===== config.mk =====
export PLATFORM = sky130hd
export DESIGN_NAME = robot_mode_and_obstacle_avoid_flat
export DESIGN_NICKNAME = d
export VERILOG_FILES = /design/src/rtl/rmoa_pkg.sv /design/src/rtl/rmoa_if.sv /design/src/rtl/rmoa_cfg.sv /design/src/rtl/rmoa_step.sv /design/src/rtl/robot_mode_and_obstacle_avoid.sv /design/src/flat_wrapper.sv
export SDC_FILE = /design/constraint.sdc
export NUM_CORES = 1
export LEC_CHECK = 0
export BUFFER_PORTS_ARGS = -buffer_cell sky130_fd_sc_hd__buf_4
export CORE_MARGIN = 4
export CORE_UTILIZATION = 45
export DETAILED_ROUTE_END_ITERATION = 10
export GPL_TIMING_DRIVEN = 0
export HOLD_SLACK_MARGIN = 0.02
export SLEW_MARGIN = 10
export SYNTH_ARGS = -nofsm -noshare
export SYNTH_HDL_FRONTEND = slang
export SYNTH_HIERARCHICAL = 1
export SYNTH_SLANG_ARGS = --single-unit

===== constraint.sdc =====
create_clock -name clk_i -period 10.3 [get_ports clk_i]
set_input_delay 1.545 -clock clk_i [delete_from_list [all_inputs] [get_ports clk_i]]
set_output_delay 1.545 -clock clk_i [all_outputs]
set_load 0.005 [all_outputs]

===== src/rtl/rmoa_pkg.sv =====
// Types, codes and constants shared by the robot mode and obstacle avoid block.
`timescale 1ns / 1ps
package rmoa_pkg;

  localparam int unsigned TickW  = 32;
  localparam int unsigned CmdW   = 4;
  localparam int unsigned DistW  = 16;
  localparam int unsigned SpeedW = 16;
  localparam int unsigned SafeW  = 10;
  localparam int unsigned TimeW  = 16;
  localparam int unsigned ActW   = 3;
  localparam int unsigned CfgIdxW  = 3;
  localparam int unsigned CfgDataW = 16;

  // Reset values of the configuration registers
  localparam logic [SpeedW-1:0] MaxSpeedRst = 16'd1000;
  localparam logic [SafeW-1:0]  SafeDistRst = 10'd25;
  localparam logic [TimeW-1:0]  PollRst     = 16'd50;
  localparam logic [TimeW-1:0]  PauseRst    = 16'd300;
  localparam logic [TimeW-1:0]  TurnRst     = 16'd350;
  localparam logic [SpeedW-1:0] Speed70Rst  = 16'd700;
  localparam logic [SpeedW-1:0] Speed60Rst  = 16'd600;

  // 70 % = 7x / 10 and 60 % = 3x / 5, both through reciprocal multiplication
  localparam int unsigned Div10ArgW = SpeedW + 3;
  localparam int unsigned Div10Sh   = 23;
  localparam logic [19:0] Div10Mul  = 20'd838861;
  localparam int unsigned Div5ArgW  = SpeedW + 2;
  localparam int unsigned Div5Sh    = 21;
  localparam logic [18:0] Div5Mul   = 19'd419431;

  typedef enum logic [CmdW-1:0] {
    CMD_NONE   = 4'd0,
    CMD_REMOTE = 4'd1,
    CMD_AVOID  = 4'd2,
    CMD_LINE   = 4'd3,
    CMD_IDLE   = 4'd4,
    CMD_UP     = 4'd5,
    CMD_DOWN   = 4'd6,
    CMD_LEFT   = 4'd7,
    CMD_RIGHT  = 4'd8
  } cmd_e;

  typedef enum logic [ActW-1:0] {
    ACT_NONE  = 3'd0,
    ACT_STOP  = 3'd1,
    ACT_FWD   = 3'd2,
    ACT_BACK  = 3'd3,
    ACT_LEFT  = 3'd4,
    ACT_RIGHT = 3'd5
  } act_e;

  typedef enum logic [1:0] {
    MODE_IDLE   = 2'd0,
    MODE_REMOTE = 2'd1,
    MODE_AVOID  = 2'd2,
    MODE_LINE   = 2'd3
  } mode_e;

  typedef enum logic [1:0] {
    PH_FWD   = 2'd0,
    PH_STOP1 = 2'd1,
    PH_TURN  = 2'd2,
    PH_STOP2 = 2'd3
  } phase_e;

  typedef enum logic [CfgIdxW-1:0] {
    REG_MAX_SPEED = 3'd0,
    REG_SAFE_DIST = 3'd1,
    REG_POLL      = 3'd2,
    REG_PAUSE     = 3'd3,
    REG_TURN      = 3'd4
  } reg_idx_e;

  typedef struct packed {
    logic [TickW-1:0] tick_ms;
    logic [CmdW-1:0]  ir_command;
    logic [DistW-1:0] distance_cm;
  } in_item_t;

  typedef struct packed {
    logic [ActW-1:0]   motor_action;
    logic [SpeedW-1:0] motor_speed;
    logic [1:0]        robot_mode;
    logic [1:0]        avoid_phase;
  } out_item_t;

  typedef struct packed {
    mode_e            mode;
    phase_e           phase;
    logic [TickW-1:0] start_tick;
  } state_t;

  // Settings as the step logic sees them, speeds already scaled
  typedef struct packed {
    logic [SpeedW-1:0] speed70;
    logic [SpeedW-1:0] speed60;
    logic [SpeedW-1:0] speed50;
    logic [SafeW-1:0]  safe_dist;
    logic [TimeW-1:0]  poll;
    logic [TimeW-1:0]  pause;
    logic [TimeW-1:0]  turn;
  } cfg_t;

endpackage


===== src/rtl/rmoa_if.sv =====
// Valid/ready channel interfaces for input items and result items.
`timescale 1ns / 1ps
interface rmoa_in_if;
  logic                        valid;
  logic                        ready;
  logic [rmoa_pkg::TickW-1:0]  tick_ms;
  logic [rmoa_pkg::CmdW-1:0]   ir_command;
  logic [rmoa_pkg::DistW-1:0]  distance_cm;

  modport source (output valid, tick_ms, ir_command, distance_cm, input ready);
  modport sink   (input valid, tick_ms, ir_command, distance_cm, output ready);
endinterface

interface rmoa_out_if;
  logic                        valid;
  logic                        ready;
  logic [rmoa_pkg::ActW-1:0]   motor_action;
  logic [rmoa_pkg::SpeedW-1:0] motor_speed;
  logic [1:0]                  robot_mode;
  logic [1:0]                  avoid_phase;

  modport source (output valid, motor_action, motor_speed, robot_mode, avoid_phase,
                  input ready);
  modport sink   (input valid, motor_action, motor_speed, robot_mode, avoid_phase,
                  output ready);
endinterface


===== src/rtl/rmoa_cfg.sv =====
// Configuration registers and the registered percentage speed table.
`timescale 1ns / 1ps
module rmoa_cfg (
  input  logic                           clk_i,
  input  logic                           rst_ni,
  input  logic                           cfg_we_i,
  input  logic [rmoa_pkg::CfgIdxW-1:0]   cfg_idx_i,
  input  logic [rmoa_pkg::CfgDataW-1:0]  cfg_data_i,
  output rmoa_pkg::cfg_t                 cfg_o
);

  logic [rmoa_pkg::SpeedW-1:0] max_speed_q;
  logic [rmoa_pkg::SafeW-1:0]  safe_q;
  logic [rmoa_pkg::TimeW-1:0]  poll_q, pause_q, turn_q;
  logic [rmoa_pkg::SpeedW-1:0] speed70_q, speed60_q;
  logic [rmoa_pkg::SpeedW-1:0] speed70_d, speed60_d;

  logic [rmoa_pkg::Div10ArgW-1:0] x7;
  logic [rmoa_pkg::Div5ArgW-1:0]  x3;
  logic [rmoa_pkg::Div10ArgW+19:0] p7;
  logic [rmoa_pkg::Div5ArgW+18:0]  p3;

  // Load the scaled speeds together with max_speed so all speed settings move at the same edge
  always_ff @(posedge clk_i or negedge rst_ni) begin
    if (!rst_ni) begin
      max_speed_q <= rmoa_pkg::MaxSpeedRst;
      safe_q      <= rmoa_pkg::SafeDistRst;
      poll_q      <= rmoa_pkg::PollRst;
      pause_q     <= rmoa_pkg::PauseRst;
      turn_q      <= rmoa_pkg::TurnRst;
      speed70_q   <= rmoa_pkg::Speed70Rst;
      speed60_q   <= rmoa_pkg::Speed60Rst;
    end else if (cfg_we_i) begin
      case (cfg_idx_i)
        rmoa_pkg::REG_MAX_SPEED: begin
          max_speed_q <= cfg_data_i;
          speed70_q   <= speed70_d;
          speed60_q   <= speed60_d;
        end
        rmoa_pkg::REG_SAFE_DIST: safe_q      <= cfg_data_i[rmoa_pkg::SafeW-1:0];
        rmoa_pkg::REG_POLL:      poll_q      <= cfg_data_i;
        rmoa_pkg::REG_PAUSE:     pause_q     <= cfg_data_i;
        rmoa_pkg::REG_TURN:      turn_q      <= cfg_data_i;
        default: ;
      endcase
    end
  end

  // 7x / 10 and 3x / 5 of the incoming max_speed; the reciprocals are exact
  // over the full 16-bit range
  always_comb begin
    x7 = ({3'b000, cfg_data_i} << 3) - {3'b000, cfg_data_i};
    x3 = ({2'b00, cfg_data_i} << 1) + {2'b00, cfg_data_i};
    p7 = {20'd0, x7} * {{rmoa_pkg::Div10ArgW{1'b0}}, rmoa_pkg::Div10Mul};
    p3 = {19'd0, x3} * {{rmoa_pkg::Div5ArgW{1'b0}}, rmoa_pkg::Div5Mul};
    speed70_d = p7[rmoa_pkg::Div10Sh +: rmoa_pkg::SpeedW];
    speed60_d = p3[rmoa_pkg::Div5Sh +: rmoa_pkg::SpeedW];
  end

  assign cfg_o.speed70   = speed70_q;
  assign cfg_o.speed60   = speed60_q;
  assign cfg_o.speed50   = max_speed_q >> 1;
  assign cfg_o.safe_dist = safe_q;
  assign cfg_o.poll      = poll_q;
  assign cfg_o.pause     = pause_q;
  assign cfg_o.turn      = turn_q;

endmodule


===== src/rtl/rmoa_step.sv =====
// Next-state and result logic for one control-loop pass.
`timescale 1ns / 1ps
module rmoa_step (
  input  rmoa_pkg::in_item_t  item_i,
  input  rmoa_pkg::state_t    state_i,
  input  rmoa_pkg::cfg_t      cfg_i,
  output rmoa_pkg::state_t    state_o,
  output rmoa_pkg::out_item_t res_o
);

  rmoa_pkg::act_e              act;
  logic [rmoa_pkg::SpeedW-1:0] spd;
  rmoa_pkg::state_t            st;
  logic                        remote;
  logic [rmoa_pkg::TickW-1:0]  elapsed;
  logic                        near;

  always_comb begin
    act    = rmoa_pkg::ACT_NONE;
    spd    = '0;
    st     = state_i;
    remote = (state_i.mode == rmoa_pkg::MODE_REMOTE);

    case (item_i.ir_command)
      rmoa_pkg::CMD_REMOTE: begin
        st.mode = rmoa_pkg::MODE_REMOTE;
        act     = rmoa_pkg::ACT_STOP;
      end
      rmoa_pkg::CMD_AVOID: begin
        st.mode       = rmoa_pkg::MODE_AVOID;
        st.phase      = rmoa_pkg::PH_FWD;
        st.start_tick = item_i.tick_ms;
        act           = rmoa_pkg::ACT_STOP;
      end
      rmoa_pkg::CMD_LINE: begin
        st.mode = rmoa_pkg::MODE_LINE;
        act     = rmoa_pkg::ACT_STOP;
      end
      rmoa_pkg::CMD_IDLE: begin
        st.mode = rmoa_pkg::MODE_IDLE;
        act     = rmoa_pkg::ACT_STOP;
      end
      rmoa_pkg::CMD_UP: if (remote) begin
        act = rmoa_pkg::ACT_FWD;
        spd = cfg_i.speed70;
      end
      rmoa_pkg::CMD_DOWN: if (remote) begin
        act = rmoa_pkg::ACT_BACK;
        spd = cfg_i.speed70;
      end
      rmoa_pkg::CMD_LEFT: if (remote) begin
        act = rmoa_pkg::ACT_LEFT;
        spd = cfg_i.speed60;
      end
      rmoa_pkg::CMD_RIGHT: if (remote) begin
        act = rmoa_pkg::ACT_RIGHT;
        spd = cfg_i.speed60;
      end
      default: ;
    endcase

    // Tick difference wraps modulo 2^32
    elapsed = item_i.tick_ms - st.start_tick;
    near    = (item_i.distance_cm != '0) &&
              (item_i.distance_cm < {{(rmoa_pkg::DistW-rmoa_pkg::SafeW){1'b0}},
                                     cfg_i.safe_dist});

    if (st.mode == rmoa_pkg::MODE_AVOID) begin
      case (st.phase)
        rmoa_pkg::PH_FWD: begin
          if (elapsed > {16'd0, cfg_i.poll}) begin
            st.start_tick = item_i.tick_ms;
            if (near) begin
              act      = rmoa_pkg::ACT_STOP;
              spd      = '0;
              st.phase = rmoa_pkg::PH_STOP1;
            end else begin
              act = rmoa_pkg::ACT_FWD;
              spd = cfg_i.speed50;
            end
          end
        end
        rmoa_pkg::PH_STOP1: begin
          if (elapsed > {16'd0, cfg_i.pause}) begin
            act           = rmoa_pkg::ACT_RIGHT;
            spd           = cfg_i.speed50;
            st.phase      = rmoa_pkg::PH_TURN;
            st.start_tick = item_i.tick_ms;
          end
        end
        rmoa_pkg::PH_TURN: begin
          if (elapsed > {16'd0, cfg_i.turn}) begin
            act           = rmoa_pkg::ACT_STOP;
            spd           = '0;
            st.phase      = rmoa_pkg::PH_STOP2;
            st.start_tick = item_i.tick_ms;
          end
        end
        default: begin
          if (elapsed > {16'd0, cfg_i.pause}) begin
            st.phase      = rmoa_pkg::PH_FWD;
            st.start_tick = item_i.tick_ms;
          end
        end
      endcase
    end
  end

  assign state_o            = st;
  assign res_o.motor_action = act;
  assign res_o.motor_speed  = spd;
  assign res_o.robot_mode   = st.mode;
  assign res_o.avoid_phase  = st.phase;

endmodule


===== src/rtl/robot_mode_and_obstacle_avoid.sv =====
// Top level: robot mode controller with timed obstacle avoidance.
// Path: an accepted item goes into the input register and then into the result register,
// where it can be taken; a full result register that is not drained holds it back.
// Throughput: one item per cycle while the output is ready; the only loop is the
// mode/phase/timer state, updated in the same cycle as the result register.
// Reset (rst_ni low, asynchronous): idle mode, forward phase, timer start 0,
// all settings back to their defaults, both pipeline registers empty.
`timescale 1ns / 1ps
module robot_mode_and_obstacle_avoid (
  input  logic                           clk_i,
  input  logic                           rst_ni,
  input  logic                           cfg_we_i,
  input  logic [rmoa_pkg::CfgIdxW-1:0]   cfg_idx_i,
  input  logic [rmoa_pkg::CfgDataW-1:0]  cfg_data_i,
  rmoa_in_if.sink                        in_i,
  rmoa_out_if.source                     out_o
);

  rmoa_pkg::cfg_t      cfg;
  rmoa_pkg::in_item_t  in_q;
  logic                in_vld_q;
  rmoa_pkg::out_item_t out_q;
  logic                out_vld_q;
  rmoa_pkg::state_t    state_q, state_d;
  rmoa_pkg::out_item_t res_d;
  logic                advance;
  logic                in_take;

  // Settings; the scaled speed table is loaded at the same edge as max_speed,
  // so the speed settings all take effect together.
  rmoa_cfg u_cfg (
    .clk_i      (clk_i),
    .rst_ni     (rst_ni),
    .cfg_we_i   (cfg_we_i),
    .cfg_idx_i  (cfg_idx_i),
    .cfg_data_i (cfg_data_i),
    .cfg_o      (cfg)
  );

  // Combinational pass from the input register and current state
  rmoa_step u_step (
    .item_i  (in_q),
    .state_i (state_q),
    .cfg_i   (cfg),
    .state_o (state_d),
    .res_o   (res_d)
  );

  // Advance the held item when the result register is empty or being drained
  assign advance     = in_vld_q && (!out_vld_q || out_o.ready);
  assign in_i.ready  = !in_vld_q || advance;
  assign in_take     = in_i.valid && in_i.ready;

  // Control: valid flags and the robot state
  always_ff @(posedge clk_i or negedge rst_ni) begin
    if (!rst_ni) begin
      in_vld_q  <= 1'b0;
      out_vld_q <= 1'b0;
      state_q   <= '{mode: rmoa_pkg::MODE_IDLE, phase: rmoa_pkg::PH_FWD,
                     start_tick: '0};
    end else begin
      if (in_take) begin
        in_vld_q <= 1'b1;
      end else if (advance) begin
        in_vld_q <= 1'b0;
      end
      if (advance) begin
        out_vld_q <= 1'b1;
        state_q   <= state_d;
      end else if (out_o.ready) begin
        out_vld_q <= 1'b0;
      end
    end
  end

  // Payload: capture the item on accept, hold the result until taken
  always_ff @(posedge clk_i) begin
    if (in_take) begin
      in_q.tick_ms     <= in_i.tick_ms;
      in_q.ir_command  <= in_i.ir_command;
      in_q.distance_cm <= in_i.distance_cm;
    end
    if (advance) begin
      out_q <= res_d;
    end
  end

  assign out_o.valid        = out_vld_q;
  assign out_o.motor_action = out_q.motor_action;
  assign out_o.motor_speed  = out_q.motor_speed;
  assign out_o.robot_mode   = out_q.robot_mode;
  assign out_o.avoid_phase  = out_q.avoid_phase;

endmodule

===== src/flat_wrapper.sv =====
// flat-port wrapper written by rule: the top's interface ports become plain ports
module robot_mode_and_obstacle_avoid_flat 
  (clk_i, rst_ni, cfg_we_i, cfg_idx_i, cfg_data_i, in_i_valid, in_i_tick_ms, in_i_ir_command, in_i_distance_cm, in_i_ready, out_o_valid, out_o_motor_action, out_o_motor_speed, out_o_robot_mode, out_o_avoid_phase, out_o_ready);
  rmoa_in_if in_i_i ();
  rmoa_out_if out_o_i ();
  input  logic clk_i;
  input  logic rst_ni;
  input  logic cfg_we_i;
  input  logic [rmoa_pkg::CfgIdxW-1:0] cfg_idx_i;
  input  logic [rmoa_pkg::CfgDataW-1:0] cfg_data_i;
  input wire logic [$bits(in_i_i.valid)-1:0] in_i_valid;
  input wire logic [$bits(in_i_i.tick_ms)-1:0] in_i_tick_ms;
  input wire logic [$bits(in_i_i.ir_command)-1:0] in_i_ir_command;
  input wire logic [$bits(in_i_i.distance_cm)-1:0] in_i_distance_cm;
  output wire logic [$bits(in_i_i.ready)-1:0] in_i_ready;
  output wire logic [$bits(out_o_i.valid)-1:0] out_o_valid;
  output wire logic [$bits(out_o_i.motor_action)-1:0] out_o_motor_action;
  output wire logic [$bits(out_o_i.motor_speed)-1:0] out_o_motor_speed;
  output wire logic [$bits(out_o_i.robot_mode)-1:0] out_o_robot_mode;
  output wire logic [$bits(out_o_i.avoid_phase)-1:0] out_o_avoid_phase;
  input wire logic [$bits(out_o_i.ready)-1:0] out_o_ready;
  assign in_i_i.valid = in_i_valid;
  assign in_i_i.tick_ms = in_i_tick_ms;
  assign in_i_i.ir_command = in_i_ir_command;
  assign in_i_i.distance_cm = in_i_distance_cm;
  assign in_i_ready = in_i_i.ready;
  assign out_o_valid = out_o_i.valid;
  assign out_o_motor_action = out_o_i.motor_action;
  assign out_o_motor_speed = out_o_i.motor_speed;
  assign out_o_robot_mode = out_o_i.robot_mode;
  assign out_o_avoid_phase = out_o_i.avoid_phase;
  assign out_o_i.ready = out_o_ready;
  robot_mode_and_obstacle_avoid u_core (.clk_i(clk_i), .rst_ni(rst_ni), .cfg_we_i(cfg_we_i), .cfg_idx_i(cfg_idx_i), .cfg_data_i(cfg_data_i), .in_i(in_i_i), .out_o(out_o_i));
endmodule

# After elaboration in Yosys (flattened, before gate mapping)
# Cells that the tools add are included.
# W data, S select, Z words.
[word_totals]
elab_cells = 97
in_bits = 76
register_bits = 219
[op_classes]
n_lt_le_gt_ge = 4
n_reduce_logical = 20
addsub = 3
n_mul = 2
n_mux = 33
eq_ne = 16
[ops]
columns = ["op", "count"]
rows = [
  ["$mux W34", 6],
  ["$pmux W34 S3", 1],
  ["$gt A32 B16 Y1", 3],
  ["$mux W16", 6],
  ["$pmux W16 S3", 1],
  ["$mul A19 B20 Y39 const B", 1],
  ["$mul A18 B19 Y37 const B", 1],
  ["$pmux W16 S2", 1],
  ["$sub A32 B32 Y32", 1],
  ["$sub A19 B16 Y19", 1],
  ["$add A17 B16 Y18", 1],
  ["$mux W3", 6],
  ["$eq A4 B3 Y1 const B", 4],
  ["$lt A16 B10 Y1", 1],
  ["$reduce_bool A16 Y1", 1],
  ["$mux W15", 1],
  ["$pmux W3 S5", 1],
  ["$reduce_and A2 Y1", 5],
  ["$pmux W3 S3", 1],
  ["$eq A4 B2 Y1 const B", 2],
  ["$mux W2", 4],
  ["$pmux W2 S4", 1],
  ["$eq A3 B2 Y1 const B", 2],
  ["$eq A2 B1 Y1 const B", 2],
  ["other kinds (14)", 24],
]

# Longest topological paths before layout
# Gate-level depths: netlist of the first run.
[logic_depth]
word_depth = 7
depth_mapped = 33

# By module
# Netlist of the first run, hierarchy kept.
[modules_own_cells]
columns = ["module", "seq_area_each_um2", "cells_per_inst", "n_inst", "area_per_inst_um2"]
rows = [
  ["rmoa_cfg", 2667.6, 1643, 1, 15747.6],
  ["rmoa_step", 0.0, 855, 1, 5621.6],
  ["robot_mode_and_obstacle_avoid", 3203.1, 159, 1, 3806.2],
]

# Worst setup path after synthesis of the first run
# OpenSTA, ideal clock, no wires.
[synth_path]
path_kind = "in2reg"
startpoint = "in cfg_data_i[0] (netlist bit)"
endpoint = "reg u_core/u_cfg/speed60_q[14] (netlist bit)"
t_required_ns = 10.167
n_path_buf = 0
setup_time_ns = 0.133
arrival_time_ns = 8.491
path_stages = 31
setup_slack_ns = 1.676
cell_sequence = "ha_1 > inv_1 > fa_1 > nor2b_1 > o21ai_0 > a21boi_0 > o21ai_0 > a21oi_1 > o2111ai_1 > a41oi_1 > mux2_2 > or2_2 > fa_1 > fa_1 > fa_1 > fa_1 > inv_1 > fa_1 > inv_1 > fa_1 > inv_1 > ha_1 > a21oi_1 > o21ai_0 > nand2b_1 > nand4b_1 > o21ai_0 > nand3_1 > a221oi_1 > xor2_1 > o21ai_0"
[synth_between]
elab_chain_cells = 2
[synth_lines]
columns = ["item", "line", "rtl"]
rows = [
  ["start, declared", "flat_wrapper.sv:10", "input logic [rmoa_pkg::CfgDataW-1:0] cfg_data_i;"],
  ["$add A17 B16 Y18", "rmoa_cfg.sv:53", "x3 = ({2'b00, cfg_data_i} << 1) + {2'b00, cfg_data_i};"],
  ["$mul A18 B19 Y37", "rmoa_cfg.sv:55", "p3 = {19'd0, x3} * {{rmoa_pkg::Div5ArgW{1'b0}}, rmoa_pkg::Div5Mul};"],
  ["end signal, assigned", "rmoa_cfg.sv:32", "speed60_q <= rmoa_pkg::Speed60Rst;"],
  ["end signal, assigned", "rmoa_cfg.sv:38", "speed60_q <= speed60_d;"],
  ["end, declared", "rmoa_cfg.sv:15", "logic [rmoa_pkg::SpeedW-1:0] speed70_q, speed60_q;"],
]
# No other way between the ends.
# A chain may end at the register's enable or synchronous reset.

# Final worst setup path of the first run
[layout_path]
startpoint = "in cfg_data_i[1] (netlist bit)"
endpoint = "reg u_core/u_cfg/speed60_q[4] (netlist bit)"
# Same word-level chain as after synthesis.

==> impl_metrics.xml, run 1 <==
<?xml version="1.0" encoding="UTF-8"?>
<metrics>
  <group name="run_status">
    <metric name="status" unit="">complete, no violations</metric>
  </group>
  <group name="sta">
    <metric name="final_worst_clock_skew" unit="ns">0.0163</metric>
    <metric name="finalCritPeriodShare" unit="%">95.3</metric>
    <metric name="worst_slew_pin_tran" unit="ns">1.20</metric>
    <metric name="slew_viol_final" unit="">0</metric>
    <metric name="hold_viol_final" unit="">0</metric>
    <metric name="report.final.setup_viol" unit="">0</metric>
    <metric name="max_freq" unit="GHz">0.102</metric>
    <metric name="period_needed" unit="ns">9.82</metric>
    <metric name="grt_setup_unrepaired" unit="">false</metric>
    <metric name="totalNegativeSetupSlack" unit="ns">0</metric>
    <metric name="timing.slew.headroom" unit="%">20.1</metric>
  </group>
  <group name="grt">
    <metric name="first_global_vias" unit="">19900</metric>
    <metric name="grt_remaining_overflow" unit="">0</metric>
    <metric name="grt_start_max_net_pins" unit="">115</metric>
    <metric name="antenna_found_initial" unit="">1</metric>
    <metric name="gr-usage-all-layers" unit="%">22.4</metric>
    <metric name="grt_pass1_wl" unit="mm">108</metric>
  </group>
  <group name="cells_and_area">
    <metric name="fillCellCount" unit="">5231</metric>
    <metric name="layout-drive-gt1-share" unit="%">11.2</metric>
    <metric name="final_nets" unit="">3427</metric>
    <metric name="multi_input_comb_area" unit="mm^2">0.0171</metric>
    <metric name="area.sequential" unit="mm^2">0.00587</metric>
    <metric name="syn2layout_area_growth" unit="%">9.99</metric>
  </group>
  <group name="synth">
    <metric name="netlist_area" unit="mm^2">0.0252</metric>
    <metric name="count_of_flip_flops_with_a_built_in_enable_after_synthesis" unit="">75</metric>
    <metric name="synthFlopType" unit="">sky130_fd_sc_hd__dfrtp_1</metric>
    <metric name="sequential_fraction_of_the_synthesis_area" unit="%">23.3</metric>
    <metric name="synth_cell_type_count" unit="">90</metric>
    <metric name="synth-async-reset-ratio" unit="%">65.6</metric>
    <metric name="postSynthNetCount" unit="">3300</metric>
    <metric name="yosys_register_bits" unit="">218</metric>
    <metric name="ys.warnings.count" unit="">6</metric>
    <metric name="synthesis.instances" unit="">2657</metric>
    <metric name="syn-mean-instance-area" unit="um^2">9.48</metric>
  </group>
  <group name="floorplan">
    <metric name="design.portCount" unit="">101</metric>
    <metric name="site_row_count" unit="">86</metric>
    <metric name="die_area" unit="mm^2">0.0598</metric>
    <metric name="initial_utilization" unit="%">45.6</metric>
    <metric name="die_w" unit="um">245</metric>
    <metric name="core-area" unit="mm^2">0.0552</metric>
    <metric name="die_h" unit="um">245</metric>
  </group>
  <group name="detailed_routing">
    <metric name="post_drt_wl_per_cell" unit="um">18.9</metric>
    <metric name="drt_initial_violations" unit="">1083</metric>
    <metric name="post-route-drc-count" unit="">0</metric>
    <metric name="avgViaCountPerCell" unit="">5.39</metric>
    <metric name="final_antenna_net_count" unit="">0</metric>
    <metric name="firstDrtPassIters" unit="">5</metric>
    <metric name="wirelength" unit="mm">67.0</metric>
    <metric name="via_count" unit="">19100</metric>
  </group>
  <group name="placement">
    <metric name="port_buffers" unit="">100</metric>
    <metric name="place_congestion" unit="">0.898</metric>
    <metric name="detailedPlacementHpwl" unit="mm">56.5</metric>
  </group>
  <group name="critical_path">
    <metric name="crit_path_start_kind" unit="">primary input</metric>
    <metric name="crit_path_top_delay_cell" unit="">sky130_fd_sc_hd__fa_1</metric>
    <metric name="worstPathBufferInverterCount" unit="">6</metric>
    <metric name="cpLargestDelayFamily" unit="">adder cells</metric>
    <metric name="critical_path.max_fanout" unit="">11</metric>
    <metric name="worstPathArrival" unit="ns">10.25</metric>
    <metric name="endpoint_kind" unit="">register</metric>
    <metric name="path_class" unit="">in2reg</metric>
    <metric name="timing.critical_path.slowest_cell_delay" unit="ns">0.59</metric>
    <metric name="worst-endpoint-required" unit="ns">10.73</metric>
  </group>
  <group name="clock_tree">
    <metric name="tritoncts.num_buffers" unit="">23</metric>
    <metric name="cts_tree" unit="">yes</metric>
    <metric name="cts_max_level" unit="">1</metric>
    <metric name="cts_post_setup_buffers_inserted" unit="">0</metric>
    <metric name="cts.root.buffer_cell" unit="">sky130_fd_sc_hd__clkbuf_16</metric>
    <metric name="clk_buf_depth" unit="">3</metric>
    <metric name="cts-hold-fix-buffers" unit="">0</metric>
    <metric name="clock_sinks" unit="">218</metric>
    <metric name="clock_insertion_delay_worst_skew" unit="ns">0.52</metric>
    <metric name="clock_slew_seen_by_the_registers_of_the_worst_setup_and_hold_paths" unit="ns">0.06</metric>
  </group>
  <group name="run">
    <metric name="cap_violations" unit="">0</metric>
  </group>
  <group name="hold_path">
    <metric name="min_path_type" unit="">reg2reg</metric>
  </group>
</metrics>
==> cell type report <==
class | count | area share, %
multi-input combinational | 1853 | 61.6
tap | 748 | 3.38
buffer | 72 | 1.22
clock inverter | 14 | 0.569
timing repair buffer | 102 | 2.91
inverter | 514 | 6.97
sequential | 218 | 21.2
antenna | 1 | 0.00904
clock buffer | 27 | 2.17
==> metrics by stage <==
step	utilization [%]	instances	hold slack, ns	setup WS, ns	cell area (um^2)
2_1_floorplan	-	2657	0.449	1.68	25200
3_3_place_gp	48.7	3505	0.466	0.0802	26900
3_5_place_dp	48.8	3507	0.471	0.0359	26900
4_1_cts	50.1	3548	0.484	0.530	27700
5_1_grt	50.2	3549	0.501	0.0664	27700
6_report	50.2	3549	0.480	0.482	27700
==> cell usage after synthesis, drive strengths merged, types with 15 or more instances <==
master  count  share of area [%]
inv       514                7.7
ha        370                 18
fa        197                 16
nand2     161                2.4
a21oi     135                2.7
o21ai     125                2.5
dfrtp     111                 11
nor2      108                1.6
mux2       81                4.1
a21o       76                2.3
edfxtp     75                8.9
xnor2      58                2.0
clkbuf     53               0.79
nand4      40               0.99
xor2       35                1.2
nand3      33               0.66
a31oi      32               0.80
dfstp      32                3.3
nand2b     32               0.83
nor3       29               0.58
mux2i      27                1.1
nor2b      25               0.62
and3       19               0.49
buf        19               0.55
a22o       18               0.63
o22ai      18               0.45
o311ai     17               0.59
or2        16               0.40
and2       15               0.37
o211ai     15               0.49
o21a       15               0.45
==> worst paths after layout <==
check                                             start  cells past startpoint                         to  slack [ns]
worst max-delay path                      cfg_data_i[1]                     31  u_core/u_cfg/speed60_q[4]        0.48
worst min-delay path            u_core/u_cfg/pause_q[9]                      2    u_core/u_cfg/pause_q[9]        0.48
worst max register to register          u_core/in_q[16]                     31          u_core/state_q[0]        1.70
worst min register to register  u_core/u_cfg/pause_q[9]                      2    u_core/u_cfg/pause_q[9]        0.48
max in group asynchronous                        rst_ni                      2         u_core/state_q[15]        8.57
min in group asynchronous                        rst_ni                      1         u_core/state_q[34]        0.89
==> cells in the final DEF, fill, tap and decap left out, types with 15 or more instances in the layout <==
cell type	n
sky130_fd_sc_hd__inv_1	514
sky130_fd_sc_hd__o22ai_1	18
sky130_fd_sc_hd__nand3_1	33
sky130_fd_sc_hd__or2_2	16
sky130_fd_sc_hd__nand2b_1	31
sky130_fd_sc_hd__clkbuf_1	56
sky130_fd_sc_hd__o311ai_0	16
sky130_fd_sc_hd__o21ai_0	121
sky130_fd_sc_hd__ha_1	370
sky130_fd_sc_hd__mux2_2	50
sky130_fd_sc_hd__xor2_1	35
sky130_fd_sc_hd__a21o_1	76
sky130_fd_sc_hd__mux2i_1	27
sky130_fd_sc_hd__dfrtp_1	111
sky130_fd_sc_hd__o21a_1	15
sky130_fd_sc_hd__a22o_1	18
sky130_fd_sc_hd__dfstp_2	32
sky130_fd_sc_hd__nand4_1	40
sky130_fd_sc_hd__fa_1	197
sky130_fd_sc_hd__clkbuf_16	23
sky130_fd_sc_hd__edfxtp_1	75
sky130_fd_sc_hd__nor3_1	29
sky130_fd_sc_hd__nor2b_1	25
sky130_fd_sc_hd__a31oi_1	32
sky130_fd_sc_hd__buf_4	104
sky130_fd_sc_hd__mux2_4	30
sky130_fd_sc_hd__nor2_1	107
sky130_fd_sc_hd__xnor2_1	58
sky130_fd_sc_hd__nand2_1	160
sky130_fd_sc_hd__a21oi_1	133
sky130_fd_sc_hd__and3_1	18
==> logic make-up after synthesis <==
kind of cell / count (synthesis) / synth area share (%)
buf+inv: 586 / 9.01
fa+ha+maj: 581 / 34.6
compound gates: 538 / 14.0
simple gates: 532 / 10.7
flops: 218 / 23.3
mux: 108 / 5.14
xor+xnor: 93 / 3.24
other cells: 1 / 0.0149
==> metal layers <==
layer  wire length, um  vias up  track usage, %
li1                  -     9310               -
met1             30000     9328            30.1
met2             32700      404            39.0
met3              2300      100            1.89
met4              2020        0            6.36
met5                 0        -               0
==> state kept, by name, indices dropped and copies added (netlist names) <==
signal                     cells
u_core/in_q                   52
u_core/state_q                36
u_core/out_o.motor_speed      16
u_core/u_cfg/pause_q          16
u_core/u_cfg/poll_q           16
u_core/u_cfg/speed60_q        16
u_core/u_cfg/speed70_q        16
u_core/u_cfg/turn_q           16
u_core/u_cfg/max_speed_q      15
u_core/u_cfg/safe_q           10
u_core/out_o.motor_action      3
u_core/out_o.avoid_phase       2
u_core/out_o.robot_mode        2
u_core/in_vld_q                1
u_core/out_o.valid             1
==> repair_timing <==
item / in CTS / in global routing
setup endpoints to repair: 0 / 1
resized for setup: 0 / 1
endpoints found under the hold margin: 0 / 0
==> worst register-to-register path: cells and delay by family, from the launching register on <==
| kind | cells | cell delay, ns |
|---|---|---|
| flip-flops | 1 | 0.37 |
| adder cells (fa/ha/maj) | 3 | 0.93 |
| AO/OA/AOI/OAI | 9 | 2.57 |
| AND/OR/NAND/NOR | 11 | 2.69 |
| multiplexers | 2 | 0.56 |
| buffers and inverters | 6 | 1.36 |
Power of run 1 is not shown: default switching activity piles up to over one toggle a cycle in this logic, so the estimate is an artifact.
==> run 2: changes to the inputs <==
--- a/config.mk
+++ b/config.mk
@@ -11,6 +11,7 @@
 export DETAILED_ROUTE_END_ITERATION = 10
 export GPL_TIMING_DRIVEN = 0
 export HOLD_SLACK_MARGIN = 0.02
+export RECOVER_POWER = 100
 export SLEW_MARGIN = 10
 export SYNTH_ARGS = -nofsm -noshare
 export SYNTH_HDL_FRONTEND = slang
==> run 2 against run 1 <==
The run now ends with capacitance limit, slew limit left; worst hold slack about the same; via count fell by 0.15%; clock-buffer cell count unchanged; critical path depth is the same; first-iteration DRC count is 1.7% lower; final cell count did not move; register-to-register slack worse by 0.81 ns; die area is the same; maximum frequency grew 0.32%; design area down 0.85%; sequential share of layout area up 0.18 points; setup slack improved by 0.031 ns; largest cell class unchanged.
==> impl_metrics.xml, run 2 (synthesis results as in run 1) <==
<?xml version="1.0" encoding="UTF-8"?>
<metrics>
  <group name="sta">
    <metric name="timing.slew.headroom" unit="%">-302</metric>
    <metric name="worst_slew_pin_tran" unit="ns">6.03</metric>
    <metric name="hold_viol_final" unit="">0</metric>
    <metric name="totalNegativeSetupSlack" unit="ns">0</metric>
    <metric name="period_needed" unit="ns">9.79</metric>
    <metric name="grt_setup_unrepaired" unit="">false</metric>
    <metric name="final_worst_clock_skew" unit="ns">0.0127</metric>
    <metric name="finalCritPeriodShare" unit="%">95.0</metric>
    <metric name="max_freq" unit="GHz">0.102</metric>
    <metric name="slew_viol_final" unit="">180</metric>
    <metric name="report.final.setup_viol" unit="">0</metric>
  </group>
  <group name="clock_tree">
    <metric name="cts-hold-fix-buffers" unit="">0</metric>
    <metric name="clock_insertion_delay_worst_skew" unit="ns">0.52</metric>
    <metric name="clock_sinks" unit="">218</metric>
    <metric name="clock_slew_seen_by_the_registers_of_the_worst_setup_and_hold_paths" unit="ns">0.06</metric>
    <metric name="clk_buf_depth" unit="">3</metric>
    <metric name="cts_max_level" unit="">1</metric>
    <metric name="cts.root.buffer_cell" unit="">sky130_fd_sc_hd__clkbuf_16</metric>
    <metric name="cts_tree" unit="">yes</metric>
    <metric name="tritoncts.num_buffers" unit="">23</metric>
  </group>
  <group name="cells_and_area">
    <metric name="finish.cell_count_without_fillers" unit="">3549</metric>
    <metric name="most_frequent_standard_cell_in_the_layout_excluding_fill_and_tap_cells" unit="">sky130_fd_sc_hd__inv_1</metric>
    <metric name="final_nets" unit="">3427</metric>
    <metric name="reg.largest.list" unit="">u_core/in_q x52, u_core/state_q x36</metric>
    <metric name="fin_area" unit="mm^2">0.0275</metric>
    <metric name="max_flop_register" unit="">u_core/in_q</metric>
    <metric name="syn2layout_area_growth" unit="%">9.06</metric>
    <metric name="flip_flop_count_of_the_largest_register_all_copies_and_words_added" unit="">52</metric>
    <metric name="layout-drive-gt1-share" unit="%">9.71</metric>
    <metric name="final_cell_mix" unit="">514 x sky130_fd_sc_hd__inv_1, 370 x sky130_fd_sc_hd__ha_1, 197 x sky130_fd_sc_hd__fa_1</metric>
  </group>
  <group name="critical_path">
    <metric name="reg2reg_setup_slack" unit="ns">0.89</metric>
    <metric name="critical_path.reg2reg.endpoint" unit="">u_core/state_q[27]</metric>
    <metric name="timing.reg2reg.worst_path_depth" unit="">30</metric>
    <metric name="timing.critical_path.slowest_cell_delay" unit="ns">0.59</metric>
    <metric name="endpoint_kind" unit="">register</metric>
    <metric name="crit_path_top_delay_cell" unit="">sky130_fd_sc_hd__fa_1</metric>
    <metric name="worst-endpoint-required" unit="ns">10.68</metric>
    <metric name="worstPathArrival" unit="ns">10.17</metric>
    <metric name="crit_path_start_kind" unit="">primary input</metric>
    <metric name="path_class" unit="">in2reg</metric>
    <metric name="critical_path.max_fanout" unit="">11</metric>
    <metric name="critical_path.reg2reg.startpoint" unit="">u_core/in_q[16]</metric>
  </group>
  <group name="grt">
    <metric name="grt_start_max_net_pins" unit="">115</metric>
    <metric name="grt_pass1_wl" unit="mm">108</metric>
    <metric name="grt_remaining_overflow" unit="">0</metric>
    <metric name="use_met2" unit="%">39.0</metric>
    <metric name="busiest_layer" unit="">met2</metric>
    <metric name="gr-usage-all-layers" unit="%">22.4</metric>
    <metric name="grt_util_met3" unit="%">1.89</metric>
    <metric name="antenna_found_initial" unit="">1</metric>
    <metric name="first_global_vias" unit="">19900</metric>
    <metric name="global_route.usage.met1" unit="%">30.1</metric>
  </group>
  <group name="floorplan">
    <metric name="site_row_count" unit="">86</metric>
    <metric name="core-area" unit="mm^2">0.0552</metric>
    <metric name="initial_utilization" unit="%">45.6</metric>
    <metric name="die_h" unit="um">245</metric>
    <metric name="die_w" unit="um">245</metric>
    <metric name="die_area" unit="mm^2">0.0598</metric>
    <metric name="design.portCount" unit="">101</metric>
  </group>
  <group name="placement">
    <metric name="port_buffers" unit="">100</metric>
    <metric name="dpl_cell_area" unit="mm^2">0.0269</metric>
    <metric name="post_placement_cell_count" unit="">3507</metric>
    <metric name="place_congestion" unit="">0.898</metric>
    <metric name="detailedPlacementHpwl" unit="mm">56.5</metric>
  </group>
  <group name="detailed_routing">
    <metric name="final_antenna_net_count" unit="">0</metric>
    <metric name="firstDrtPassIters" unit="">5</metric>
    <metric name="wirelength" unit="mm">66.9</metric>
    <metric name="via_count" unit="">19100</metric>
    <metric name="post_drt_wl_per_cell" unit="um">18.8</metric>
    <metric name="post-route-drc-count" unit="">0</metric>
    <metric name="avgViaCountPerCell" unit="">5.39</metric>
    <metric name="drt_initial_violations" unit="">1065</metric>
  </group>
  <group name="run">
    <metric name="cap_violations" unit="">3</metric>
  </group>
  <group name="hold_path">
    <metric name="worstHoldEndpoint" unit="">u_core/u_cfg/max_speed_q[11]</metric>
    <metric name="hold-path-cell-count" unit="">2</metric>
    <metric name="worst_hold_startpoint" unit="">u_core/u_cfg/max_speed_q[11]</metric>
    <metric name="min_path_type" unit="">reg2reg</metric>
  </group>
  <group name="run_status">
    <metric name="violations_in_the_final_reports" unit="">capacitance limit, slew limit</metric>
    <metric name="status" unit="">finished, violations left</metric>
  </group>
</metrics>
[run 2: changes by cell type in the layout (fill, tap and decap cells not counted), moves of 8 or more]
| cell | before | now |
|---|---|---|
| sky130_fd_sc_hd__buf_4 | 104 | 23 |
| sky130_fd_sc_hd__clkbuf_4 | 0 | 72 |
| sky130_fd_sc_hd__mux2_4 | 30 | 5 |
| sky130_fd_sc_hd__clkbuf_1 | 56 | 73 |
| sky130_fd_sc_hd__mux2_1 | 1 | 18 |
| sky130_fd_sc_hd__mux2_2 | 50 | 58 |
[run 2: cell type report]
cell class	instances	area, um^2
Fill cell	5277	27700
Timing Repair Buffer	102	721
Antenna cell	1	2.50
Clock inverter	14	158
Buffer	72	319
Tap cell	748	936
Clock buffer	27	601
Sequential cell	218	5870
Inverter	514	1930
Multi-Input combinational cell	1853	16900
[run 2: how the worst max path moves through the flow]
stage / from / endpoint / slack, ns / cells after the start
final: cfg_data_i[1] / u_core/u_cfg/speed60_q[7] / 0.51 / 31
after CTS: cfg_data_i[1] / u_core/u_cfg/speed60_q[7] / 0.53 / 31
after detailed placement: cfg_data_i[1] / u_core/u_cfg/speed60_q[7] / 0.04 / 31
after global placement: cfg_data_i[1] / u_core/u_cfg/speed60_q[14] / 0.08 / 32
after floorplan: cfg_data_i[0] / u_core/u_cfg/speed60_q[14] / 1.68 / 31
after global routing: cfg_data_i[1] / u_core/u_cfg/speed60_q[9] / 0.07 / 31
[run 2: worst max-delay path: cells and delay by family]
kind,cells,cell delay [ns]
adder cells (fa/ha/maj),8,3.87
AO/OA/AOI/OAI,10,2.08
AND/OR/NAND/NOR,5,1.32
buffers and inverters,6,0.87
XOR/XNOR,2,0.46
[run 2: repair_timing]
item	CTS	global route
resized for setup	0	1
endpoints found under the setup margin	0	1
hold endpoints to repair	0	0
buffers inserted	0	0
[run 2: layer usage]
layer	wire length [um]	part of all wire (%)
met1	29900	45
met2	32600	49
met3	2330	3.5
met4	2040	3.0
met5	0	0
[run 2: per-stage QoR]
stage | hold WS, ns | worst slack, ns | util (%)
2_1_floorplan | 0.449 | 1.68 | -
3_3_place_gp | 0.466 | 0.0802 | 48.7
3_5_place_dp | 0.471 | 0.0359 | 48.8
4_1_cts | 0.484 | 0.530 | 50.1
5_1_grt | 0.501 | 0.0704 | 49.7
6_report | 0.480 | 0.513 | 49.7
Power of run 2 is left out for the same reason.
==> run 3: changes to the inputs <==
--- a/config.mk
+++ b/config.mk
@@ -5,6 +5,7 @@
 export SDC_FILE = /design/constraint.sdc
 export NUM_CORES = 1
 export LEC_CHECK = 0
+export ABC_AREA = 1
 export BUFFER_PORTS_ARGS = -buffer_cell sky130_fd_sc_hd__buf_4
 export CORE_MARGIN = 4
 export CORE_UTILIZATION = 45
==> run 3 against run 2 <==
The run still ends with capacitance limit, slew limit left; sequential share of layout area shrank 1.4 points; via count up 18%; final cell count rose by 23%; worst hold slack got worse by 0.0094 ns; die area is 7.0% higher; clock-buffer cell count increased by 6.
==> impl_metrics.xml, run 3 <==
<?xml version="1.0" encoding="UTF-8"?>
<metrics>
  <group name="clock_tree">
    <metric name="cts.root.buffer_cell" unit="">sky130_fd_sc_hd__clkbuf_16</metric>
    <metric name="clock_slew_seen_by_the_registers_of_the_worst_setup_and_hold_paths" unit="ns">0.06</metric>
    <metric name="ctsResizeCount" unit="">0</metric>
    <metric name="clock_sinks" unit="">218</metric>
    <metric name="tritoncts.num_buffers" unit="">24</metric>
    <metric name="clk_buf_depth" unit="">3</metric>
    <metric name="cts_tree" unit="">yes</metric>
    <metric name="cts-hold-fix-buffers" unit="">0</metric>
    <metric name="cts_max_level" unit="">1</metric>
    <metric name="cts_post_setup_buffers_inserted" unit="">0</metric>
    <metric name="clock_insertion_delay_worst_skew" unit="ns">0.55</metric>
  </group>
  <group name="synth">
    <metric name="sequential_fraction_of_the_synthesis_area" unit="%">21.7</metric>
    <metric name="yosys_register_bits" unit="">218</metric>
    <metric name="synth.most_common_cell" unit="">sky130_fd_sc_hd__inv_1</metric>
    <metric name="synth-async-reset-ratio" unit="%">65.6</metric>
    <metric name="postSynthNetCount" unit="">4101</metric>
    <metric name="syn-mean-instance-area" unit="um^2">7.81</metric>
    <metric name="synth_compound_gate_area_share" unit="%">10.5</metric>
    <metric name="synth_simple_gate_area_share" unit="%">21.8</metric>
    <metric name="synthTopCellsByCount" unit="">732 x sky130_fd_sc_hd__inv_1, 728 x sky130_fd_sc_hd__nand2_1, 370 x sky130_fd_sc_hd__ha_1, 226 x sky130_fd_sc_hd__nand3_1, 197 x sky130_fd_sc_hd__fa_1</metric>
    <metric name="netlist_area" unit="mm^2">0.0270</metric>
    <metric name="synthesis.instances" unit="">3458</metric>
    <metric name="synth.mux.area_fraction" unit="%">0.630</metric>
    <metric name="synth_cell_type_count" unit="">58</metric>
    <metric name="synth_fa_ha_area_share" unit="%">31.8</metric>
    <metric name="count_of_flip_flops_with_a_built_in_enable_after_synthesis" unit="">75</metric>
    <metric name="synth.top_cells.by_area" unit="">sky130_fd_sc_hd__ha_1 17%, sky130_fd_sc_hd__fa_1 15%, sky130_fd_sc_hd__dfrtp_1 10%</metric>
    <metric name="combinational_family_with_the_most_area_after_synthesis" unit="">adder cells</metric>
    <metric name="synthFlopType" unit="">sky130_fd_sc_hd__dfrtp_1</metric>
    <metric name="ys.warnings.count" unit="">6</metric>
    <metric name="synth_xor_xnor_area_share" unit="%">1.76</metric>
    <metric name="yosys.area.top_type_share" unit="%">17.1</metric>
    <metric name="netlist.top_cell.by_area" unit="">sky130_fd_sc_hd__ha_1</metric>
  </group>
  <group name="critical_path">
    <metric name="critical_path.max_fanout" unit="">11</metric>
    <metric name="critical_path.most_common_cell" unit="">sky130_fd_sc_hd__inv_1</metric>
    <metric name="worst-endpoint-required" unit="ns">10.73</metric>
    <metric name="crit_path_start_kind" unit="">primary input</metric>
    <metric name="worstPathArrival" unit="ns">9.63</metric>
    <metric name="endpoint_kind" unit="">register</metric>
    <metric name="timing.critical_path.slowest_cell_delay" unit="ns">0.65</metric>
    <metric name="path_class" unit="">in2reg</metric>
    <metric name="crit_path_top_delay_cell" unit="">sky130_fd_sc_hd__xor2_1</metric>
  </group>
  <group name="floorplan">
    <metric name="initial_utilization" unit="%">45.6</metric>
    <metric name="die_h" unit="um">253</metric>
    <metric name="die_w" unit="um">253</metric>
    <metric name="design.portCount" unit="">101</metric>
    <metric name="die_area" unit="mm^2">0.0640</metric>
    <metric name="core-area" unit="mm^2">0.0592</metric>
    <metric name="site_row_count" unit="">89</metric>
  </group>
  <group name="sta">
    <metric name="hold_viol_final" unit="">0</metric>
    <metric name="final_worst_clock_skew" unit="ns">0.0200</metric>
    <metric name="totalNegativeSetupSlack" unit="ns">0</metric>
    <metric name="worst_slew_pin_tran" unit="ns">4.09</metric>
    <metric name="grt_setup_unrepaired" unit="">false</metric>
    <metric name="finalWorstSetupSlack" unit="ns">1.11</metric>
    <metric name="period_needed" unit="ns">9.19</metric>
    <metric name="finalCritPeriodShare" unit="%">89.2</metric>
    <metric name="max_freq" unit="GHz">0.109</metric>
    <metric name="timing.slew.headroom" unit="%">-173</metric>
    <metric name="report.final.setup_viol" unit="">0</metric>
    <metric name="slew_viol_final" unit="">181</metric>
  </group>
  <group name="cells_and_area">
    <metric name="layout-drive-gt1-share" unit="%">7.77</metric>
    <metric name="most_frequent_standard_cell_in_the_layout_excluding_fill_and_tap_cells" unit="">sky130_fd_sc_hd__inv_1</metric>
    <metric name="syn2layout_area_growth" unit="%">8.54</metric>
    <metric name="finish.cell_count_without_fillers" unit="">4377</metric>
    <metric name="reg.largest.list" unit="">u_core/in_q x52, u_core/state_q x36</metric>
    <metric name="flip_flop_count_of_the_largest_register_all_copies_and_words_added" unit="">52</metric>
    <metric name="final_nets" unit="">4229</metric>
    <metric name="final_cell_mix" unit="">734 x sky130_fd_sc_hd__inv_1, 733 x sky130_fd_sc_hd__nand2_1, 370 x sky130_fd_sc_hd__ha_1</metric>
    <metric name="antennaDiodeCount" unit="">0</metric>
    <metric name="max_flop_register" unit="">u_core/in_q</metric>
  </group>
  <group name="detailed_routing">
    <metric name="wirelength" unit="mm">76.3</metric>
    <metric name="via_count" unit="">22600</metric>
    <metric name="post_drt_wl_per_cell" unit="um">17.4</metric>
    <metric name="avgViaCountPerCell" unit="">5.16</metric>
    <metric name="final_antenna_net_count" unit="">0</metric>
    <metric name="firstDrtPassIters" unit="">6</metric>
    <metric name="drt_initial_violations" unit="">1631</metric>
    <metric name="post-route-drc-count" unit="">0</metric>
  </group>
  <group name="run">
    <metric name="cap_violations" unit="">3</metric>
  </group>
  <group name="grt">
    <metric name="first_global_vias" unit="">22600</metric>
    <metric name="grt_remaining_overflow" unit="">0</metric>
    <metric name="grt_start_max_net_pins" unit="">73</metric>
    <metric name="antenna_found_initial" unit="">1</metric>
    <metric name="grt_pass1_wl" unit="mm">122</metric>
    <metric name="gr-usage-all-layers" unit="%">24.2</metric>
  </group>
  <group name="placement">
    <metric name="place_congestion" unit="">0.951</metric>
    <metric name="preCtsSetupSlack" unit="ns">1.06</metric>
    <metric name="port_buffers" unit="">100</metric>
    <metric name="detailedPlacementHpwl" unit="mm">64.7</metric>
    <metric name="post_placement_cell_count" unit="">4333</metric>
  </group>
  <group name="run_status">
    <metric name="status" unit="">finished, violations left</metric>
    <metric name="violations_in_the_final_reports" unit="">capacitance limit, slew limit</metric>
  </group>
  <group name="hold_path">
    <metric name="min_path_type" unit="">reg2reg</metric>
  </group>
</metrics>
## run 3: changes by cell type in the layout (fill, tap and decap cells not counted), moves of 22 or more
cell,change
sky130_fd_sc_hd__inv_1,+220
sky130_fd_sc_hd__nor2b_1,-25
sky130_fd_sc_hd__nand3_2,+38
sky130_fd_sc_hd__nand3_1,+194
sky130_fd_sc_hd__a21o_1,-65
sky130_fd_sc_hd__nor2_1,+87
sky130_fd_sc_hd__o21bai_1,+22
sky130_fd_sc_hd__mux2_2,-58
sky130_fd_sc_hd__o21ai_0,+72
sky130_fd_sc_hd__nand2b_1,-32
sky130_fd_sc_hd__nand2_1,+572
sky130_fd_sc_hd__xnor2_1,-45
## run 3: through the flow
step                utilization [%]  hold slack, ns  cell area (um^2)
finish                         49.5           0.471             29300
global route                   49.5           0.487             29300
CTS                            50.0           0.473             29600
detailed placement             48.6           0.458             28800
global placement               48.5           0.456             28700
floorplan                         -           0.442             27000
## run 3: logic make-up after synthesis
family / Yosys count
other cells: 1
xor+xnor: 51
flops: 218
mux: 17
compound gates: 477
simple gates: 1318
fa+ha+maj: 567
buf+inv: 809
## run 3: per-layer routing
layer | track usage, % | wire (um) | up-vias | share of wire, %
li1 | - | - | 11300 | -
met1 | 33.9 | 35500 | 10700 | 47
met2 | 40.5 | 35000 | 541 | 46
met3 | 2.65 | 3900 | 92 | 5.1
met4 | 5.55 | 1860 | 2 | 2.4
met5 | 0 | 17 | - | 0.022
## run 3: critical path, delay by kind of cell
| kind | cells | cell delay, ns |
|---|---|---|
| adder cells (fa/ha/maj) | 8 | 4.08 |
| buffers and inverters | 10 | 1.70 |
| AO/OA/AOI/OAI | 7 | 1.30 |
| XOR/XNOR | 1 | 0.65 |
| AND/OR/NAND/NOR | 4 | 0.31 |
## run 3: final timing paths
path,slack (ns),startpoint,depth (start not counted),end
max in group asynchronous,2.74,rst_ni,2,u_core/u_cfg/speed70_q[10]
min,0.47,u_core/state_q[26],2,u_core/state_q[26]
max reg2reg,1.91,u_core/in_q[17],33,u_core/out_o.motor_speed[14]
min in group asynchronous,2.43,rst_ni,1,u_core/u_cfg/poll_q[3]
max,1.11,cfg_data_i[1],30,u_core/u_cfg/speed60_q[15]
min reg2reg,0.47,u_core/state_q[26],2,u_core/state_q[26]
## run 3: layout make-up
type,count,area [um^2]
fill,6106,29900
multi-input combinational,2431,17800
sequential,218,5870
inverter,746,2800
tap,773,967
timing repair buffer,102,717
clock buffer,33,707
buffer,63,339
clock inverter,11,128
Power of run 3 is left out for the same reason.
